==> src/design/bma_pkg.sv <==
// Shared constants, types and helpers for the boxcar moving average block.
`default_nettype none
package bma_pkg;

    localparam int MAX_WINDOW   = 64;
    localparam int SAMPLE_BITS  = 16;
    localparam int SUM_BITS     = SAMPLE_BITS + $clog2(MAX_WINDOW);
    localparam int IDX_BITS     = (MAX_WINDOW > 1) ? $clog2(MAX_WINDOW) : 1;
    localparam int CNT_BITS     = $clog2(MAX_WINDOW + 1);
    localparam int CFG_BITS     = 7;
    localparam int STEP_BITS    = $clog2(SUM_BITS);
    localparam int QUEUE_DEPTH  = 2;
    localparam int QCNT_BITS    = $clog2(QUEUE_DEPTH + 1);
    localparam int QPTR_BITS    = (QUEUE_DEPTH > 1) ? $clog2(QUEUE_DEPTH) : 1;

    localparam logic [CFG_BITS-1:0] WINDOW_RESET = CFG_BITS'(16);

    // Request codes
    localparam logic REQ_ADD   = 1'b0;
    localparam logic REQ_CLEAR = 1'b1;

    // Saturation bounds of the quotient magnitude
    localparam logic [SUM_BITS-1:0] SAT_POS = SUM_BITS'((64'd1 << (SAMPLE_BITS - 1)) - 64'd1);
    localparam logic [SUM_BITS-1:0] SAT_NEG = SUM_BITS'(64'd1 << (SAMPLE_BITS - 1));

    typedef struct packed {
        logic                          is_clear;
        logic signed [SAMPLE_BITS-1:0] sample;
    } t_item;

    typedef struct packed {
        logic                 valid;
        logic [QCNT_BITS-1:0] count;
    } t_q_status;

    // Map the configured length onto 1..MAX_WINDOW
    function automatic logic [CNT_BITS-1:0] eff_window(input logic [CFG_BITS-1:0] cfg);
        logic [CNT_BITS-1:0] w;
        if (cfg == '0) begin
            w = CNT_BITS'(1);
        end else if (32'(cfg) > 32'(MAX_WINDOW)) begin
            w = CNT_BITS'(MAX_WINDOW);
        end else begin
            w = CNT_BITS'(cfg);
        end
        return w;
    endfunction

endpackage
`default_nettype wire

==> src/design/bma_front.sv <==
// Input queue: accepts and classifies request items ahead of the engine.
`default_nettype none
module bma_front (
    input  wire logic                                  i_clk,
    input  wire logic                                  i_rst_n,
    input  wire logic                                  i_valid,
    output logic                                       o_stall,
    input  wire logic                                  i_req_type,
    input  wire logic signed [bma_pkg::SAMPLE_BITS-1:0] i_sample,
    output bma_pkg::t_item                             o_item,
    output bma_pkg::t_q_status                         o_status,
    input  wire logic                                  i_pop
);

    bma_pkg::t_item                    r_slot [bma_pkg::QUEUE_DEPTH];
    logic [bma_pkg::QPTR_BITS-1:0]     r_wptr, n_wptr;
    logic [bma_pkg::QPTR_BITS-1:0]     r_rptr, n_rptr;
    logic [bma_pkg::QCNT_BITS-1:0]     r_cnt, n_cnt;
    logic                              push;
    logic                              pop;

    assign o_stall = (r_cnt == bma_pkg::QCNT_BITS'(bma_pkg::QUEUE_DEPTH));
    assign push    = i_valid && !o_stall;
    assign pop     = i_pop && (r_cnt != '0);

    assign o_item          = r_slot[r_rptr];
    assign o_status.valid  = (r_cnt != '0);
    assign o_status.count  = r_cnt;

    always_comb begin
        n_wptr = r_wptr;
        n_rptr = r_rptr;
        if (push) begin
            n_wptr = (r_wptr == bma_pkg::QPTR_BITS'(bma_pkg::QUEUE_DEPTH - 1)) ? '0
                     : r_wptr + bma_pkg::QPTR_BITS'(1);
        end
        if (pop) begin
            n_rptr = (r_rptr == bma_pkg::QPTR_BITS'(bma_pkg::QUEUE_DEPTH - 1)) ? '0
                     : r_rptr + bma_pkg::QPTR_BITS'(1);
        end
        n_cnt  = r_cnt;
        if (push && !pop) begin
            n_cnt = r_cnt + bma_pkg::QCNT_BITS'(1);
        end else if (pop && !push) begin
            n_cnt = r_cnt - bma_pkg::QCNT_BITS'(1);
        end
    end

    always_ff @(posedge i_clk) begin
        if (!i_rst_n) begin
            r_wptr <= '0;
            r_rptr <= '0;
            r_cnt  <= '0;
        end else begin
            r_wptr <= n_wptr;
            r_rptr <= n_rptr;
            r_cnt  <= n_cnt;
        end
    end

    // Classify on entry: sample is dropped for a clear
    always_ff @(posedge i_clk) begin
        if (push) begin
            r_slot[r_wptr].is_clear <= (i_req_type == bma_pkg::REQ_CLEAR);
            r_slot[r_wptr].sample   <= (i_req_type == bma_pkg::REQ_CLEAR) ? '0 : i_sample;
        end
    end

endmodule
`default_nettype wire

==> src/design/bma_back.sv <==
// Engine: ring store, running sum, bit-serial divider and result register.
`default_nettype none
module bma_back (
    input  wire logic                                  i_clk,
    input  wire logic                                  i_rst_n,
    input  wire logic [bma_pkg::CNT_BITS-1:0]          i_window,
    input  wire bma_pkg::t_item                        i_item,
    input  wire bma_pkg::t_q_status                    i_status,
    output logic                                       o_pop,
    output logic                                       o_valid,
    input  wire logic                                  i_stall,
    output logic signed [bma_pkg::SAMPLE_BITS-1:0]     o_average,
    output logic [bma_pkg::CNT_BITS-1:0]               o_sample_count
);

    localparam logic [1:0] S_IDLE = 2'd0;
    localparam logic [1:0] S_UPD  = 2'd1;
    localparam logic [1:0] S_DIV  = 2'd2;
    localparam logic [1:0] S_FIN  = 2'd3;

    localparam int SB = bma_pkg::SAMPLE_BITS;
    localparam int WB = bma_pkg::SUM_BITS;
    localparam int CB = bma_pkg::CNT_BITS;

    logic signed [SB-1:0]             mem [bma_pkg::MAX_WINDOW];
    logic signed [SB-1:0]             r_rd_data;
    logic                             mem_we;

    logic [1:0]                       r_state, n_state;
    logic [bma_pkg::IDX_BITS-1:0]     r_widx;
    logic [CB-1:0]                    r_cnt;
    logic signed [WB-1:0]             r_sum;
    logic                             r_full;
    logic signed [SB-1:0]             r_sample;

    logic [WB-1:0]                    r_quo;
    logic [CB-1:0]                    r_rem;
    logic                             r_neg;
    logic [bma_pkg::STEP_BITS-1:0]    r_step;

    logic                             r_out_valid;
    logic signed [SB-1:0]             r_avg;
    logic [CB-1:0]                    r_ocnt;

    logic signed [WB-1:0]             n_sum;
    logic [WB-1:0]                    n_mag;
    logic [CB:0]                      n_widx;
    logic [CB:0]                      trial;
    logic                             q_bit;
    logic signed [SB-1:0]             sat_avg;
    logic                             out_free;

    assign out_free = !r_out_valid || !i_stall;
    assign o_pop    = (r_state == S_IDLE) && i_status.valid;
    assign mem_we   = o_pop && !i_item.is_clear;

    always_comb begin
        n_sum = r_sum + WB'(r_sample);
        if (r_full) begin
            n_sum = n_sum - WB'(r_rd_data);
        end
        n_mag  = n_sum[WB-1] ? WB'(-n_sum) : WB'(n_sum);
        n_widx = (CB+1)'(r_widx) + (CB+1)'(1);
    end

    // One restoring division step per cycle
    always_comb begin
        trial = {r_rem, r_quo[WB-1]};
        q_bit = (trial >= (CB+1)'(r_cnt));
    end

    always_comb begin
        if (r_neg) begin
            sat_avg = (r_quo > bma_pkg::SAT_NEG) ? SB'(bma_pkg::SAT_NEG)
                                                 : SB'(-r_quo);
        end else begin
            sat_avg = (r_quo > bma_pkg::SAT_POS) ? SB'(bma_pkg::SAT_POS) : SB'(r_quo);
        end
    end

    always_comb begin
        n_state = r_state;
        case (r_state)
            S_IDLE: begin
                if (i_status.valid) begin
                    n_state = i_item.is_clear ? S_FIN : S_UPD;
                end
            end
            S_UPD: n_state = S_DIV;
            S_DIV: begin
                if (r_step == bma_pkg::STEP_BITS'(WB - 1)) begin
                    n_state = S_FIN;
                end
            end
            S_FIN: begin
                if (out_free) begin
                    n_state = S_IDLE;
                end
            end
            default: n_state = S_IDLE;
        endcase
    end

    // Read-first single port: old entry comes out as the new one goes in
    always_ff @(posedge i_clk) begin
        if (mem_we) begin
            r_rd_data     <= mem[r_widx];
            mem[r_widx]   <= i_item.sample;
        end
    end

    always_ff @(posedge i_clk) begin
        if (!i_rst_n) begin
            r_state     <= S_IDLE;
            r_widx      <= '0;
            r_cnt       <= '0;
            r_sum       <= '0;
            r_out_valid <= 1'b0;
        end else begin
            r_state <= n_state;
            case (r_state)
                S_IDLE: begin
                    if (i_status.valid && i_item.is_clear) begin
                        r_widx <= '0;
                        r_cnt  <= '0;
                        r_sum  <= '0;
                    end
                end
                S_UPD: begin
                    r_sum  <= n_sum;
                    r_widx <= (n_widx >= (CB+1)'(i_window)) ? '0
                                                              : bma_pkg::IDX_BITS'(n_widx);
                    if (!r_full) begin
                        r_cnt <= r_cnt + CB'(1);
                    end
                end
                default: ;
            endcase
            if (r_state == S_FIN && out_free) begin
                r_out_valid <= 1'b1;
            end else if (r_out_valid && !i_stall) begin
                r_out_valid <= 1'b0;
            end
        end
    end

    always_ff @(posedge i_clk) begin
        case (r_state)
            S_IDLE: begin
                r_sample <= i_item.sample;
                r_full   <= (r_cnt >= i_window);
                r_quo    <= '0;
                r_neg    <= 1'b0;
            end
            S_UPD: begin
                r_neg  <= n_sum[WB-1];
                r_quo  <= n_mag;
                r_rem  <= '0;
                r_step <= '0;
            end
            S_DIV: begin
                r_rem  <= q_bit ? CB'(trial - (CB+1)'(r_cnt)) : CB'(trial);
                r_quo  <= {r_quo[WB-2:0], q_bit};
                r_step <= r_step + bma_pkg::STEP_BITS'(1);
            end
            S_FIN: begin
                if (out_free) begin
                    r_avg  <= sat_avg;
                    r_ocnt <= r_cnt;
                end
            end
            default: ;
        endcase
    end

    assign o_valid        = r_out_valid;
    assign o_average      = r_avg;
    assign o_sample_count = r_ocnt;

endmodule
`default_nettype wire

==> src/design/boxcar_moving_average_top.sv <==
// Windowed boxcar average over a ring store with a bit-serial divider.
// An add goes from input accept to result valid through the store access, sum update,
// 22 divider steps and saturate; a clear goes straight from the queue to the result.
// One quotient bit per cycle; the engine pops the next item only once its result is out.
// A two-item input queue and the result register let each side stall on its own.
// Reset is synchronous, active low; the sample store is not cleared and needs none.
`default_nettype none
module boxcar_moving_average_top (
    input  wire logic                                   i_clk,
    input  wire logic                                   i_rst_n,
    input  wire logic                                   i_valid,
    output logic                                        o_stall,
    input  wire logic                                   i_req_type,
    input  wire logic signed [bma_pkg::SAMPLE_BITS-1:0] i_sample,
    output logic                                        o_valid,
    input  wire logic                                   i_stall,
    output logic signed [bma_pkg::SAMPLE_BITS-1:0]      o_average,
    output logic [bma_pkg::CNT_BITS-1:0]                o_sample_count,
    input  wire logic                                   i_cfg_we,
    input  wire logic [bma_pkg::CFG_BITS-1:0]           i_cfg_data
);

    logic [bma_pkg::CFG_BITS-1:0] r_window_cfg;
    bma_pkg::t_item               q_item;
    bma_pkg::t_q_status           q_status;
    logic                         q_pop;

    always_ff @(posedge i_clk) begin
        if (!i_rst_n) begin
            r_window_cfg <= bma_pkg::WINDOW_RESET;
        end else if (i_cfg_we) begin
            r_window_cfg <= i_cfg_data;
        end
    end

    bma_front u_front (
        .i_clk      (i_clk),
        .i_rst_n    (i_rst_n),
        .i_valid    (i_valid),
        .o_stall    (o_stall),
        .i_req_type (i_req_type),
        .i_sample   (i_sample),
        .o_item     (q_item),
        .o_status   (q_status),
        .i_pop      (q_pop)
    );

    bma_back u_back (
        .i_clk          (i_clk),
        .i_rst_n        (i_rst_n),
        .i_window       (bma_pkg::eff_window(r_window_cfg)),
        .i_item         (q_item),
        .i_status       (q_status),
        .o_pop          (q_pop),
        .o_valid        (o_valid),
        .i_stall        (i_stall),
        .o_average      (o_average),
        .o_sample_count (o_sample_count)
    );

`ifndef SYNTHESIS
    a_queue_bound: assert property (@(posedge i_clk) disable iff (!i_rst_n)
        q_status.count <= bma_pkg::QCNT_BITS'(bma_pkg::QUEUE_DEPTH))
        else $error("input queue over depth");

    a_empty_zero: assert property (@(posedge i_clk) disable iff (!i_rst_n)
        (o_valid && o_sample_count == '0) |-> (o_average == '0))
        else $error("nonzero average from empty window");

    a_count_bound: assert property (@(posedge i_clk) disable iff (!i_rst_n)
        o_valid |-> (32'(o_sample_count) <= 32'(bma_pkg::MAX_WINDOW)))
        else $error("sample count above store depth");

    a_pop_nonempty: assert property (@(posedge i_clk) disable iff (!i_rst_n)
        q_pop |-> q_status.valid)
        else $error("engine popped an empty queue");
`endif

endmodule
`default_nettype wire
==> config.mk <==
export PLATFORM = sky130hd
export DESIGN_NAME = boxcar_moving_average_top
export DESIGN_NICKNAME = d
export VERILOG_FILES = /design/src/design/bma_pkg.sv /design/src/design/bma_front.sv /design/src/design/bma_back.sv /design/src/design/boxcar_moving_average_top.sv
export SDC_FILE = /design/constraint.sdc
export NUM_CORES = 1
export LEC_CHECK = 0
export CAP_MARGIN = 10
export CORE_AREA = 2 2 329 298
export DETAILED_ROUTE_END_ITERATION = 7
export DIE_AREA = 0 0 331 300
export DONT_BUFFER_PORTS = 1
export PLACE_DENSITY = 0.78
export SETUP_SLACK_MARGIN = 0.3
export SYNTH_ARGS = -nofsm -noshare
export SYNTH_HDL_FRONTEND = slang
export SYNTH_HIERARCHICAL = 1
export SYNTH_SLANG_ARGS = --single-unit
export TNS_END_PERCENT = 5
==> constraint.sdc <==
create_clock -name i_clk -period 4.7 [get_ports i_clk]
set_input_delay 0.47 -clock i_clk [delete_from_list [all_inputs] [get_ports i_clk]]
set_output_delay 0.47 -clock i_clk [all_outputs]
set_load 0.01 [all_outputs]
==> results.json <==
{
  "coreArea_mm2": 0.0959,
  "drt_iter0_drc": 4444,
  "rsz0062_at_grt": "true",
  "async_reset_ff_share_pct": 0,
  "cts_tree": "yes",
  "grt_pass1_vias": 29200,
  "clockBufferDepth": 3,
  "first_pass_iters": 6,
  "max_freq_mhz": 210,
  "arrival_ps": 5230,
  "syn_area_per_cell_um2": 15.5,
  "max-slew-margin-rel_pct": 13.2,
  "wire_per_inst_um": 27.9,
  "vdd_ir_drop_max_mv": 0.431,
  "ioPinCount": 54,
  "critPathKind": "register to register",
  "syn_nets": 3173,
  "htree_levels": 3,
  "hp-class": "primary input to register",
  "cp_num_buf_inv": 2,
  "total_power_mw": 32.3,
  "fin_nets": 3387,
  "finish.instance_area_mm2": 0.0547,
  "wirelength_mm": 129,
  "grt_pass1_wl_mm": 190,
  "path_clk_slew_ps": 60,
  "ant_nets": 0,
  "synthCells": 3065,
  "grt_max_degree": 66,
  "hold_violations": 0,
  "min_period_ps": 4770,
  "final_common_cell": "edfxtp_1",
  "via_count": 30200,
  "finalSetupViolations": 6,
  "status": "finished, violations left",
  "hpwl_mm": 78.7,
  "cpLargestDelayFamily": "simple AND/OR/NAND/NOR gates",
  "clockRootBuffer": "clkbuf_16",
  "ys_types": 76,
  "worstPathMaxFanout": 7,
  "ys_seq_area_share_pct": 74.5,
  "leakage_nw": 17.9,
  "viasPerCell": 6.51,
  "drive_gt1_share_pct": 15.5,
  "slowest_delay_ps": 560,
  "max_slew.worst_pin.slew_ps": 1290,
  "die_w_um": 331,
  "max-cap-violations": 0,
  "track_usage_pct": 25.9,
  "placed_area_mm2": 0.0508,
  "yosys_warnings": 6,
  "rows": 108,
  "synth_edf_count": 1149,
  "syn-cell-area_mm2": 0.0477,
  "dieHeight_um": 300,
  "critPathRequiredTime_ps": 5160,
  "power_density_mw_per_mm2": 589,
  "final_cell_mix": "1,149 x edfxtp_1, 339 x a22oi_1, 249 x buf_4",
  "grt_overflow_total": 0,
  "fin_ws_ps": -73.2,
  "slowest_stage": "or4_4",
  "grt_antenna_before_repair": 2,
  "skew_ps": 69.5,
  "ys_ff_latch": 1199,
  "slew_violations": 0,
  "end_kind": "register",
  "area_growth_pct": 14.8,
  "clock-sinks": 1199,
  "worstSkewPairLatency_ps": 730,
  "drcViolationCount": 0,
  "fill_cells": 7055,
  "finalSetupTns_ps": -202,
  "start_util_pct": 49.7,
  "gp_congestion": 0.933,
  "fin_crit_sh_pct": 102,
  "path_cells": "ha_4, inv_2, fa_2, nand2b_4, a21oi_4, a31oi_4, buf_4, nand2_1, xor2_2, ha_1, a21oi_2, nand2_1, or4_4, a21oi_4, o211ai_1, and4_1, o21a_1, or2_4, or3_1, a32o_1",
  "io_buffers": 0,
  "numCtsBuffers": 108,
  "violations": "negative setup slack",
  "synth_top_flop_cell": "edfxtp_1",
  "startpoint_type": "register",
  "dieArea_mm2": 0.0993
}
final cells by class:
class,count,area (µm²),area share [%]
diodes,2,5.00,0.00914
clock buffers,135,2830,5.16
clock inverters,62,564,1.03
inverters,65,244,0.446
multi-input cells,1627,11700,21.5
flip-flops and latches,1199,35500,64.9
well taps,1265,1580,2.89
repair buffers,278,2260,4.14
cell usage after synthesis, types with 16 or more instances:
| cell | count | area [µm²] |
|---|---|---|
| inv_1 | 63 | 236 |
| xor2_1 | 25 | 219 |
| nor2b_1 | 47 | 294 |
| edfxtp_1 | 1149 | 34500 |
| a31oi_1 | 91 | 569 |
| buf_1 | 27 | 101 |
| or3_1 | 18 | 113 |
| xnor2_1 | 35 | 307 |
| and2_1 | 18 | 113 |
| clkbuf_1 | 141 | 529 |
| a221oi_1 | 96 | 841 |
| nand2_1 | 86 | 323 |
| ha_1 | 76 | 951 |
| a21o_1 | 21 | 158 |
| dfxtp_1 | 50 | 1000 |
| nor3_1 | 33 | 165 |
| a22o_1 | 94 | 823 |
| nand3_1 | 45 | 225 |
| a22oi_1 | 340 | 2550 |
| mux2_2 | 21 | 236 |
| o21ai_0 | 64 | 320 |
| nor2_1 | 169 | 634 |
| nand4_1 | 57 | 357 |
| a21oi_1 | 106 | 531 |
| nor4_1 | 16 | 100 |
power by group:
part           total (mW)  leakage [nW]  internal [mW]  switching, mW
registers            13.4          10.9           13.1          0.306
logic                10.4          5.40           3.99           6.44
clock network        8.47          1.63           4.57           3.90
flip-flops by register name, indices dropped and copies added, names as in the netlist, 16 cells and up, named ones only:
name	count
u_back/r_quo	22
u_back/o_average	16
u_back/r_rd_data	16
u_back/r_sample	16
u_front/r_slot	34
u_back/mem	1024
u_back/r_sum	22
timing repair:
action                                  CTS  global route
endpoints found under the hold margin    49             0
endpoints found under the setup margin   25            31
setup buffers                             1             2
hold buffers                             16             0
resized for setup                        43            30
pin swaps                                12            21
final timing paths:
| check | start | endpoint | slack, ps | cells after the start |
|---|---|---|---|---|
| max | u_back/r_sample[0] | u_back/r_quo[17] | -70 | 20 |
| min | i_sample[9] | u_front/r_slot[0][9] | 40 | 1 |
| max reg2reg | u_back/r_sample[0] | u_back/r_quo[17] | -70 | 20 |
| min reg2reg | u_back/r_sum[21] | u_back/r_sum[21] | 480 | 2 |
stage by stage:
step	worst slack [ps]	hold WS, ps	cells	util [%]
2_1_floorplan	-18.7	434	3065	-
3_3_place_gp	-215	464	4415	53.0
5_1_grt	-315	22.5	4633	57.1
6_report	-73.2	37.2	4633	57.1
3_5_place_dp	-290	472	4415	53.0
4_1_cts	10.4	3.84	4629	56.9
worst reg2reg max path, delay by kind of cell (launching register included):
family | cells | cell delay [ps]
and+or+nand+nor | 7 | 1790
AOI/OAI and AO/OA | 7 | 1190
DFF | 1 | 380
buffers and inverters | 2 | 200
xor gates and xnor gates | 1 | 210
adders and majority gates | 3 | 790
metal layers:
metal	vias up	GRT usage, %	routed length [µm]
met2	2031	40.7	60300
li1	12800	-	-
met4	0	10.3	5450
met3	308	5.71	15700
met5	-	0	0
met1	15000	35.2	47800
cells by family after synthesis:
| group | share of synthesized area [%] |
|---|---|
| mux | 0.811 |
| flops | 74.5 |
| xor+xnor | 1.10 |
| simple gates | 5.92 |
| compound gates | 13.6 |
| buf+inv | 1.90 |
| fa+ha+maj | 2.12 |
No activity file was read; power rests on OpenSTA's default activity.
